`src/hw/rtl/cunrank_pkg.sv`:
```
// Shared constants, types and status codes for the combination unranking block.
// No dependencies; imported by cunrank_muldiv and combination_unrank_lex_top.
package cunrank_pkg;

	// Field widths of one input item and one result item.
	localparam int RANK_W = 64;
	localparam int N_W    = 7;
	localparam int K_W    = 6;

	// Bounds on the set size and on the reduced pick count min(k, n-k).
	localparam int MAX_N  = 75;
	localparam int MAX_RK = 20;

	// Multiply-divide unit: a product of a rank-wide value and a small factor,
	// divided by a small divisor four quotient bits per cycle.
	localparam int PROD_W     = RANK_W + N_W;
	localparam int DIGIT_BITS = 4;
	localparam int DVD_W      = ((PROD_W + DIGIT_BITS - 1) / DIGIT_BITS) * DIGIT_BITS;
	localparam int DIGITS     = DVD_W / DIGIT_BITS;
	localparam int CNT_W      = $clog2(DIGITS);

	typedef enum logic [1:0] {
		ST_OK    = 2'd0,
		ST_ERR   = 2'd1,
		ST_EMPTY = 2'd2
	} status_t;

	// Request from the sequencer to the multiply-divide unit.
	typedef struct packed {
		logic           go;
		logic [N_W-1:0] mul;
		logic [N_W-1:0] div;
	} md_req_t;

endpackage

```
`src/hw/rtl/cunrank_muldiv.sv`:
```
// Shared multiply-divide unit: result = operand * mul / div, with an exact quotient.
// Depends on cunrank_pkg for widths and the request struct.
module cunrank_muldiv import cunrank_pkg::*; (
	input  logic              clk,
	input  logic              arst_n,
	input  md_req_t           req,
	input  logic [RANK_W-1:0] operand,
	output logic              done,
	output logic [RANK_W-1:0] result
);

	typedef enum logic {
		MD_IDLE,
		MD_RUN
	} md_state_t;

	md_state_t          state_q;
	logic [DVD_W-1:0]   dvd_q;
	logic [N_W-1:0]     rem_q;
	logic [N_W-1:0]     dvs_q;
	logic [CNT_W-1:0]   cnt_q;
	logic               done_q;

	logic [PROD_W-1:0]  prod;
	logic [DVD_W-1:0]   dvd_nx;
	logic [N_W-1:0]     rem_nx;

	assign prod = PROD_W'(operand) * PROD_W'(req.mul);

	// Four restoring division steps per cycle; quotient bits shift in at the bottom.
	always_comb begin
		logic [N_W:0]     t;
		logic [N_W-1:0]   r;
		logic [DVD_W-1:0] d;
		r = rem_q;
		d = dvd_q;
		t = '0;
		for (int b = 0; b < DIGIT_BITS; b++) begin
			t = {r, d[DVD_W-1]};
			d = {d[DVD_W-2:0], 1'b0};
			if (t >= {1'b0, dvs_q}) begin
				t = t - {1'b0, dvs_q};
				d[0] = 1'b1;
			end
			r = t[N_W-1:0];
		end
		rem_nx = r;
		dvd_nx = d;
	end

	always_ff @(posedge clk or negedge arst_n) begin
		if (!arst_n) begin
			state_q <= MD_IDLE;
			cnt_q   <= '0;
			done_q  <= 1'b0;
		end else begin
			done_q <= 1'b0;
			case (state_q)
				MD_IDLE: begin
					if (req.go) begin
						dvd_q   <= DVD_W'(prod);
						rem_q   <= '0;
						dvs_q   <= req.div;
						cnt_q   <= '0;
						state_q <= MD_RUN;
					end
				end
				MD_RUN: begin
					dvd_q <= dvd_nx;
					rem_q <= rem_nx;
					cnt_q <= cnt_q + 1'b1;
					if (cnt_q == CNT_W'(DIGITS - 1)) begin
						done_q  <= 1'b1;
						state_q <= MD_IDLE;
					end
				end
				default: state_q <= MD_IDLE;
			endcase
		end
	end

	assign done   = done_q;
	assign result = dvd_q[RANK_W-1:0];

	a_no_go_while_running: assert property (@(posedge clk) disable iff (!arst_n)
		(state_q == MD_RUN) |-> !req.go)
		else $error("multiply-divide request while the unit is running");

	a_div_nonzero: assert property (@(posedge clk) disable iff (!arst_n)
		req.go |-> (req.div != '0))
		else $error("multiply-divide request with a zero divisor");

	a_done_after_run: assert property (@(posedge clk) disable iff (!arst_n)
		done |-> ($past(state_q) == MD_RUN) && (state_q == MD_IDLE))
		else $error("done raised without a finished division");

	a_exact_quotient: assert property (@(posedge clk) disable iff (!arst_n)
		done |-> ($past(rem_nx) == '0))
		else $error("multiply-divide left a nonzero remainder");

endmodule

```
`src/hw/rtl/combination_unrank_lex_top.sv`:
```
// Top level of the lexicographic combination unranking block.
// Depends on cunrank_pkg and instantiates cunrank_muldiv.
//
// An item (rank, set_size n, pick_count k) is taken when start is high and busy is low.
// The block then answers with the k elements of the k-combination of {1..n} whose 1-based
// rank in ascending lexicographic order is rank, smallest element first, one result per
// cycle of strobe, with last set on the final one. The receiver cannot stall: every result
// is on element, last and status for exactly one cycle, so it must be captured when strobe
// is high. n above 75, k above n, rank 0, min(k, n-k) above 20 or rank above C(n,k) give a
// single result with status error and element 0; k = 0 with rank 1 gives a single result
// with status empty. All binomials are exact. Every binomial comes from one shared
// multiply-divide unit: first min(k, n-k) steps build C(n,k), then one step gives
// C(n-1,k-1), then one more step follows each candidate position the scan walks past or
// chooses, except the final pick. The scan visits at most n positions. Items rejected on
// the bounds alone are answered from the check, without a multiply-divide step. Busy
// stays high from the accepting edge until the edge that puts the final result out.
module combination_unrank_lex_top import cunrank_pkg::*; (
	input  logic              clk,
	input  logic              arst_n,
	input  logic              start,
	output logic              busy,
	input  logic [RANK_W-1:0] rank,
	input  logic [N_W-1:0]    set_size,
	input  logic [K_W-1:0]    pick_count,
	output logic              strobe,
	output logic [N_W-1:0]    element,
	output logic              last,
	output logic [1:0]        status
);

	typedef enum logic [2:0] {
		S_IDLE,
		S_CHECK,
		S_BINOM,
		S_BWAIT,
		S_RCHK,
		S_CWAIT,
		S_SCAN
	} state_t;

	state_t            state_q;
	logic [RANK_W-1:0] rank_q;
	logic [N_W-1:0]    n_q;
	logic [K_W-1:0]    k_q;
	logic [K_W-1:0]    rk_q;
	logic [K_W-1:0]    i_q;
	logic [K_W-1:0]    j_q;
	logic [N_W-1:0]    z_q;
	logic [RANK_W-1:0] x_q;
	logic [RANK_W-1:0] c_q;
	md_req_t           req_q;

	logic              strobe_q;
	logic [N_W-1:0]    element_q;
	logic              last_q;
	status_t           status_q;

	logic              md_done;
	logic [RANK_W-1:0] md_result;

	// Bounds checks on the captured item.
	logic              bad_bounds;
	logic [N_W-1:0]    n_minus_k;
	logic [N_W-1:0]    rk7;
	logic              bad_rk;

	// Scan of candidate positions: m = n - z and r = k - j give the binomial C(m, r)
	// held in c_q, the count of combinations that keep z as the next element.
	logic [N_W-1:0]    m;
	logic [N_W-1:0]    r;
	logic              at_limit;
	logic [RANK_W:0]   x_diff;
	logic              x_lt_c;
	logic              final_pick;

	assign bad_bounds = (n_q > N_W'(MAX_N)) || (N_W'(k_q) > n_q) || (rank_q == '0);
	assign n_minus_k  = n_q - N_W'(k_q);
	assign rk7        = (N_W'(k_q) < n_minus_k) ? N_W'(k_q) : n_minus_k;
	assign bad_rk     = rk7 > N_W'(MAX_RK);

	assign m          = n_q - z_q;
	assign r          = N_W'(k_q) - N_W'(j_q);
	assign at_limit   = ({1'b0, z_q} + (N_W+1)'(k_q)) >= ({1'b0, n_q} + (N_W+1)'(j_q));
	assign x_diff     = {1'b0, x_q} - {1'b0, c_q};
	assign x_lt_c     = x_diff[RANK_W];
	assign final_pick = (j_q == k_q);

	cunrank_muldiv u_muldiv (
		.clk     (clk),
		.arst_n  (arst_n),
		.req     (req_q),
		.operand (c_q),
		.done    (md_done),
		.result  (md_result)
	);

	always_ff @(posedge clk or negedge arst_n) begin
		if (!arst_n) begin
			state_q  <= S_IDLE;
			req_q    <= '0;
			strobe_q <= 1'b0;
		end else begin
			req_q.go <= 1'b0;
			strobe_q <= 1'b0;
			case (state_q)
				S_IDLE: begin
					if (start) begin
						rank_q  <= rank;
						n_q     <= set_size;
						k_q     <= pick_count;
						state_q <= S_CHECK;
					end
				end
				S_CHECK: begin
					if (bad_bounds || bad_rk) begin
						strobe_q  <= 1'b1;
						element_q <= '0;
						last_q    <= 1'b1;
						status_q  <= ST_ERR;
						state_q   <= S_IDLE;
					end else begin
						// C(n, rk) is built as C(n-rk+i, i) for i = 1..rk.
						rk_q    <= rk7[K_W-1:0];
						c_q     <= RANK_W'(1);
						i_q     <= K_W'(1);
						state_q <= S_BINOM;
					end
				end
				S_BINOM: begin
					if (i_q > rk_q) begin
						state_q <= S_RCHK;
					end else begin
						req_q.go  <= 1'b1;
						req_q.mul <= n_q - N_W'(rk_q) + N_W'(i_q);
						req_q.div <= N_W'(i_q);
						state_q   <= S_BWAIT;
					end
				end
				S_BWAIT: begin
					if (md_done) begin
						c_q     <= md_result;
						i_q     <= i_q + 1'b1;
						state_q <= S_BINOM;
					end
				end
				S_RCHK: begin
					if (rank_q > c_q) begin
						strobe_q  <= 1'b1;
						element_q <= '0;
						last_q    <= 1'b1;
						status_q  <= ST_ERR;
						state_q   <= S_IDLE;
					end else if (k_q == '0) begin
						strobe_q  <= 1'b1;
						element_q <= '0;
						last_q    <= 1'b1;
						status_q  <= ST_EMPTY;
						state_q   <= S_IDLE;
					end else begin
						// First candidate count is C(n-1, k-1) = C(n, k) * k / n.
						x_q       <= rank_q - 1'b1;
						z_q       <= N_W'(1);
						j_q       <= K_W'(1);
						req_q.go  <= 1'b1;
						req_q.mul <= N_W'(k_q);
						req_q.div <= n_q;
						state_q   <= S_CWAIT;
					end
				end
				S_CWAIT: begin
					if (md_done) begin
						c_q     <= md_result;
						state_q <= S_SCAN;
					end
				end
				S_SCAN: begin
					if (at_limit || x_lt_c) begin
						// z is chosen; the next count is C(m-1, r-1) = C(m, r) * r / m.
						strobe_q  <= 1'b1;
						element_q <= z_q;
						last_q    <= final_pick;
						status_q  <= ST_OK;
						if (final_pick) begin
							state_q <= S_IDLE;
						end else begin
							req_q.go  <= 1'b1;
							req_q.mul <= r;
							req_q.div <= m;
							z_q       <= z_q + 1'b1;
							j_q       <= j_q + 1'b1;
							state_q   <= S_CWAIT;
						end
					end else begin
						// Skip z; the next count is C(m-1, r) = C(m, r) * (m - r) / m.
						x_q       <= x_diff[RANK_W-1:0];
						req_q.go  <= 1'b1;
						req_q.mul <= m - r;
						req_q.div <= m;
						z_q       <= z_q + 1'b1;
						state_q   <= S_CWAIT;
					end
				end
				default: state_q <= S_IDLE;
			endcase
		end
	end

	assign busy    = (state_q != S_IDLE);
	assign strobe  = strobe_q;
	assign element = element_q;
	assign last    = last_q;
	assign status  = status_q;

	a_accept_sets_busy: assert property (@(posedge clk) disable iff (!arst_n)
		(start && !busy) |=> busy)
		else $error("accepted item did not raise busy");

	a_final_frees_block: assert property (@(posedge clk) disable iff (!arst_n)
		(strobe && last) |-> !busy)
		else $error("block still busy after the final result");

	a_more_results_keep_busy: assert property (@(posedge clk) disable iff (!arst_n)
		(strobe && !last) |-> busy)
		else $error("non-final result while the block is idle");

	a_non_ok_is_single: assert property (@(posedge clk) disable iff (!arst_n)
		(strobe && (status != ST_OK)) |-> (last && (element == '0)))
		else $error("error or empty result not a single zero result");

	a_element_in_set: assert property (@(posedge clk) disable iff (!arst_n)
		(strobe && (status == ST_OK)) |-> ((element != '0) && (element <= n_q)))
		else $error("chosen element outside 1..n");

endmodule
```
`config.mk`:
```
export PLATFORM = sky130hd
export DESIGN_NAME = combination_unrank_lex_top
export DESIGN_NICKNAME = d
export VERILOG_FILES = /design/src/hw/rtl/cunrank_pkg.sv /design/src/hw/rtl/cunrank_muldiv.sv /design/src/hw/rtl/combination_unrank_lex_top.sv
export SDC_FILE = /design/constraint.sdc
export NUM_CORES = 2
export LEC_CHECK = 0
export ABC_AREA = 1
export BUFFER_PORTS_ARGS = -buffer_cell sky130_fd_sc_hd__buf_4
export CORE_AREA = 4 4 404 406
export CTS_BUF_LIST = sky130_fd_sc_hd__clkbuf_16
export DETAILED_ROUTE_END_ITERATION = 16
export DIE_AREA = 0 0 408 410
export GPL_TIMING_DRIVEN = 0
export PLACE_DENSITY = 0.36
export SYNTH_ARGS = -nofsm -noshare
export SYNTH_HDL_FRONTEND = slang
export SYNTH_SLANG_ARGS = --single-unit
```
`constraint.sdc`:
```
create_clock -name clk -period 6.5 [get_ports clk]
set_input_delay 0.65 -clock clk [delete_from_list [all_inputs] [get_ports clk]]
set_output_delay 0.65 -clock clk [all_outputs]
set_load 0.02 [all_outputs]
```
* Word level (Yosys, flattened, before mapping) *
Cells that the tools add are included.

operators by class
  add/sub/neg operators = 18
  $mul = 1
  div/mod/pow operators = 0
  order comparisons = 11
  equality and inequality tests = 23
  shifts and indexed selects = 0
  muxes and demuxes = 76
  bitwise operators = 2
  reduce and logical (&&, ||, !) cells = 26

operators by type and width
  cell                   count
  $mux 64                5
  $pmux 64 s2            2
  $pmux 72 s2            1
  $mux 7                 14
  $mux 15                5
  $mux 72                1
  $mul 64x7->71          1
  $sub 64x64->65         1
  $gt 64x64->1           1
  $logic_not 64->1       1
  $sub 64x1->64 const B  1
  $pmux 15 s3            1
  $sub 7x7->7            6
  $mux 6                 6
  $ge 8x7->1             4
  $pmux 7 s2             2
  $mux 3                 8
  $pmux 6 s2             2
  $pmux 3 s7             1
  $pmux 7 s3             1
  $ne 2x2->1 const B     10
  $reduce_and 5->1       4
  $add 7x6->8            2
  $mux 1                 16
  36 further kinds       61

word-level totals
  register bits = 352
  latch bits = 0
  bits in writable memories = 0
  memory bits (read-only) = 0
  word-level logic and storage cells = 180
  memories kept = 0

* Longest topological paths before layout *
  depth in word-level cells = 9
  gate-level depth with buffers = 47
  mapped depth without buffers = 45

* Hierarchy *
From an unflattened synthesis, not the netlist that was laid out.

second synthesis, totals
  cell total of the unflattened synthesis = 5351
  area total of the unflattened synthesis = 40531.4 sq um

by module, submodules not included
  module                      times used  cells each  area an instance (sq um)
  cunrank_muldiv              1           2838        20618.5
  combination_unrank_lex_top  1           2513        19912.8

* Least setup slack after synthesis *
OpenSTA, ideal clock, no wires.

  path type = register -> register
  start = register state_q[1]
  end = register k_q[0], enable pin
  setup time = 0.607 ns
  arrival = 6.187 ns
  data required time = 5.893 ns
  slack = -0.294 ns
  stages on the path, launching flop included = 5
  path buffers = 1
  cell sequence = dfrtp_1 > clkbuf_1 > nor3_1 > inv_1 > nor3_1

on the way
  longest elaborated chain between the ends = 2

RTL lines
  item                               line                               source
  start, declared                    combination_unrank_lex_top.sv:41   state_t state_q;
  start signal, assigned             combination_unrank_lex_top.sv:99   state_q <= S_IDLE;
  start signal, assigned             combination_unrank_lex_top.sv:111  state_q <= S_CHECK;
  start signal, assigned             combination_unrank_lex_top.sv:120  state_q <= S_IDLE;
  $logic_not 3->1                    combination_unrank_lex_top.sv:105  case (state_q)
  $reduce_and 3->1 (no source line)  n/a
  end signal, assigned               combination_unrank_lex_top.sv:110  k_q <= pick_count;
  end, declared                      combination_unrank_lex_top.sv:44   logic [K_W-1:0] k_q;

Every way passes these cells.
A chain may end at the register's enable or synchronous reset.

* Worst setup path in the final report *
  start = register u_muldiv.dvd_q[71]
  end = register u_muldiv.rem_q[5], data pin

on the way
  longest elaborated chain between the ends = 9

RTL lines
  item                                              line                                        source
  start, declared                                   cunrank_muldiv.sv:18                        logic [DVD_W-1:0] dvd_q;
  start signal, assigned                            cunrank_muldiv.sv:61                        dvd_q <= DVD_W'(prod);
  start signal, assigned                            cunrank_muldiv.sv:69                        dvd_q <= dvd_nx;
  $sub 7x7->7 / $ge 8x7->1 (equally long branches)  cunrank_muldiv.sv:42, cunrank_muldiv.sv:41
  $mux 7 *                                          cunrank_muldiv.sv:41                        if (t >= {1'b0, dvs_q}) begin
  $sub 7x7->7 / $ge 8x7->1 (equally long branches)  cunrank_muldiv.sv:42, cunrank_muldiv.sv:41
  $mux 7 *                                          cunrank_muldiv.sv:41
  $sub 7x7->7 / $ge 8x7->1 (equally long branches)  cunrank_muldiv.sv:42, cunrank_muldiv.sv:41
  $mux 7 *                                          cunrank_muldiv.sv:41
  $sub 7x7->7 / $ge 8x7->1 (equally long branches)  cunrank_muldiv.sv:42, cunrank_muldiv.sv:41
  $mux 7 *                                          cunrank_muldiv.sv:41
  $pmux 7 s2 *                                      cunrank_muldiv.sv:58                        case (state_q)
  end signal, assigned                              cunrank_muldiv.sv:70                        rem_q <= rem_nx;
  end, declared                                     cunrank_muldiv.sv:19                        logic [N_W-1:0] rem_q;

Mark *: on every way between the ends. The rest lies on a longest branch, timed or not.

==> run summary <==
commonest cells in the netlist - nand2_1, inv_1, nor2_1, a21oi_1
HP Class - input pin to register
dominant cells by area after synthesis - edfxtp_1, fa_1, nand2_1, ha_1, inv_1
CP max stage delay - 0.42 ns
syn nets - 5938
GRT Total Usage - 18.5%
Register Area - 10400 um^2
Clock Sinks - 352
drt wl/cell - 20.8 um
outcome - completed
worst setup path class - register to register
H-tree Lvls - 2
PwrDens - 117 nW/um^2
worst hold slack - 0.184 ns
synthesized area - 39700 um^2
crit-path max FO - 8
endpoints failing setup - 0
TritonCTS clock tree - done
Seq/Total Area, Yosys - 26.3%
element type at the critical path start - register
post-layout min period - 6.38 ns
Worst-Skew Late Latency - 0.64 ns
first-pass detailed-route iteration total - 6
Post-synth EDFFs - 326
fill count - 17600
DP HPWL - 131000 um
top-area cell type share of the netlist area - 24.7%
WL final - 157000 um
most common cell in the netlist - nand2_1
die area - 167000 um^2
Vias/cell - 4.60
Mapped Cells - 5218
Critical-path top delay cell - fa_2
CORE AREA - 160000 um^2
Yosys reg bits - 352
num rows - 147
clock slew at reported path FFs - 0.06 ns
CP arrival - 6.74 ns
Synth cell types - 64
Placer Congestion - 0.897
first-pass GRT wire length - 232000 um
Relative slew margins - 9.73%
vias in the first global route - 35400
Worst-Margin Slew - 1.35 ns
Die H - 410 um
CP endpoint kind - register
port bufs - 91
Starting Density - 24.8%
Clock Skews - 0.0333 ns
via count - 34800
worst vdd ir - 167 uV
Ys Warns - 0
CTS root buffer - clkbuf_16
Syn Area/Cell - 7.60 um^2
Post-Place Cell Area - 43300 um^2
Iter 0 DRT Violations - 2234
Die X - 408 um
leakage power - 21.5 nW
CTS Buffer Depth - 3
Synth-to-Final Area Change - 15.8%
CTS Buf Count - 48
RSZ-0062 raised after global routing - true
CP required - 6.86 ns
drc violations - 0
Final Net Count - 6154
ys async rst share - 7.39%
Top Ports - 92
Final Cycle Share - 98.1%
max-slew violation count - 0
Routed Antenna Nets - 0
Design Area, Final - 45900 um^2
area occupied by multi-input gates - 25500 um^2
largest net degree at the start of global routing - 31
leading area contributor after synthesis - edfxtp_1
Congestion Overflow GR - 0
initial antenna violation count - 3
share of layout cells above drive strength 1 - 8.56%
fmax - 157 MHz
Max-cap violations - 0
Final Hold Viols - 0
ys flop type - edfxtp_1
Crit path top cell by count - buf_4
-- worst max-delay path: cells and delay by family (launching register included) --
kind	cells	cell delay, ns
compound gates	6	0.74
flops	1	0.38
fa+ha+maj	4	1.30
simple gates	15	1.50
buf+inv	20	2.22
-- kinds of logic (layout without fill, tap and decap cells) --
logic type	Yosys count	in the layout	share of synthesized area, %
adder cells (fa/ha/maj)	640	640	26.4
XOR/XNOR	112	112	2.47
AO/OA/AOI/OAI	789	789	10.9
buffers and inverters	1109	1358	10.6
flip-flops	352	352	26.3
AND/OR/NAND/NOR	2213	2213	23.3
other	0	3	0
multiplexers	3	3	0.0820
-- report_power, final --
| group | internal, mW | switching (mW) | total [mW] |
|---|---|---|---|
| logic | 0.0302 | 0.0158 | 0.0460 |
| clock network | 1.74 | 1.14 | 2.88 |
| registers | 2.45 | 0 | 2.45 |
-- layer usage --
| layer | vias up | GRT usage [%] | routed length [um] |
|---|---|---|---|
| met2 | 583 | 30.7 | 72900 |
| met3 | 127 | 1.86 | 5820 |
| li1 | 17100 | - | - |
| met4 | 0 | 4.41 | 3970 |
| met1 | 17000 | 25.8 | 74600 |
| met5 | - | 0 | 0 |
-- what timing repair did --
| item | 4_1_cts | 5_1_grt |
|---|---|---|
| pin swaps | 35 | 40 |
| gates cloned | 1 | 0 |
| gates resized for setup | 76 | 86 |
| hold buffers | 1 | 0 |
| setup buffers | 51 | 13 |
| setup endpoints to repair | 52 | 31 |
| endpoints found under the hold margin | 26 | 0 |
-- final timing paths --
path / startpoint / endpoint / slack [ns] / cells past startpoint
hold reg to reg: req_q[6] / u_muldiv.dvs_q[6] / 0.45 / 0
setup / recovery: u_muldiv.dvd_q[71] / u_muldiv.rem_q[5] / 0.12 / 45
min in group asynchronous: arst_n / req_q[12] / 0.51 / 2
setup reg to reg: u_muldiv.dvd_q[71] / u_muldiv.rem_q[5] / 0.12 / 45
hold / removal: set_size[5] / n_q[5] / 0.18 / 1
max in group asynchronous: arst_n / u_muldiv.cnt_q[2] / 5.67 / 2
-- sequential cells by signal, summed over array words and instances, names as in the netlist, 6 cells and up --
| name | count |
|---|---|
| c_q | 64 |
| req_q | 15 |
| u_muldiv.dvd_q | 72 |
| element | 7 |
| rank_q | 64 |
| u_muldiv.rem_q | 7 |
| rk_q | 6 |
| u_muldiv.dvs_q | 7 |
| x_q | 64 |
| i_q | 6 |
| n_q | 7 |
| z_q | 7 |
| j_q | 6 |
| k_q | 6 |
-- placed cells by master, fill, tap and decap left out, drive strengths merged, types with 5 or more instances in the layout --
cell,instances
nand3,225
buf,197
dfrtp,26
o22ai,5
bufinv,9
inv,956
nor2,570
o21bai,14
clkbuf,175
a21oi,342
o21a,28
nand4,46
xor2,54
a21o,23
o21ai,302
or2,64
nand2,1220
nor4,12
clkinv,16
edfxtp,326
a31oi,26
a21boi,8
a221oi,7
xnor2,58
ha,314
nor3,60
o211ai,12
fa,326
nand3b,10
-- cell type report --
| type | instances | share of cell area (%) |
|---|---|---|
| buffer | 156 | 1.47 |
| inverter | 952 | 7.83 |
| multi-input combinational | 3757 | 55.5 |
| tap | 2086 | 5.68 |
| timing repair buffer | 167 | 3.16 |
| clock inverter | 33 | 0.852 |
| sequential | 352 | 22.7 |
| antenna | 3 | 0.0163 |
| clock buffer | 50 | 2.72 |
-- stage by stage --
| stage | utilization [%] | total power, mW | setup TNS (ns) | setup slack [ns] | cells |
|---|---|---|---|---|---|
| after floorplan | - | 2.50 | 0 | 0.0414 | 5218 |
| after global placement | 26.9 | 2.54 | -515.94 | -2.74 | 7395 |
| after detailed placement | 27.1 | 2.54 | -22.03 | -1.64 | 7406 |
| after CTS | 28.5 | 5.47 | -0.824 | -0.120 | 7542 |
| after global routing | 28.7 | 5.55 | -1.93 | -0.256 | 7553 |
| final | 28.7 | 5.37 | 0 | 0.124 | 7556 |
Power figures use the tool's default switching activity.
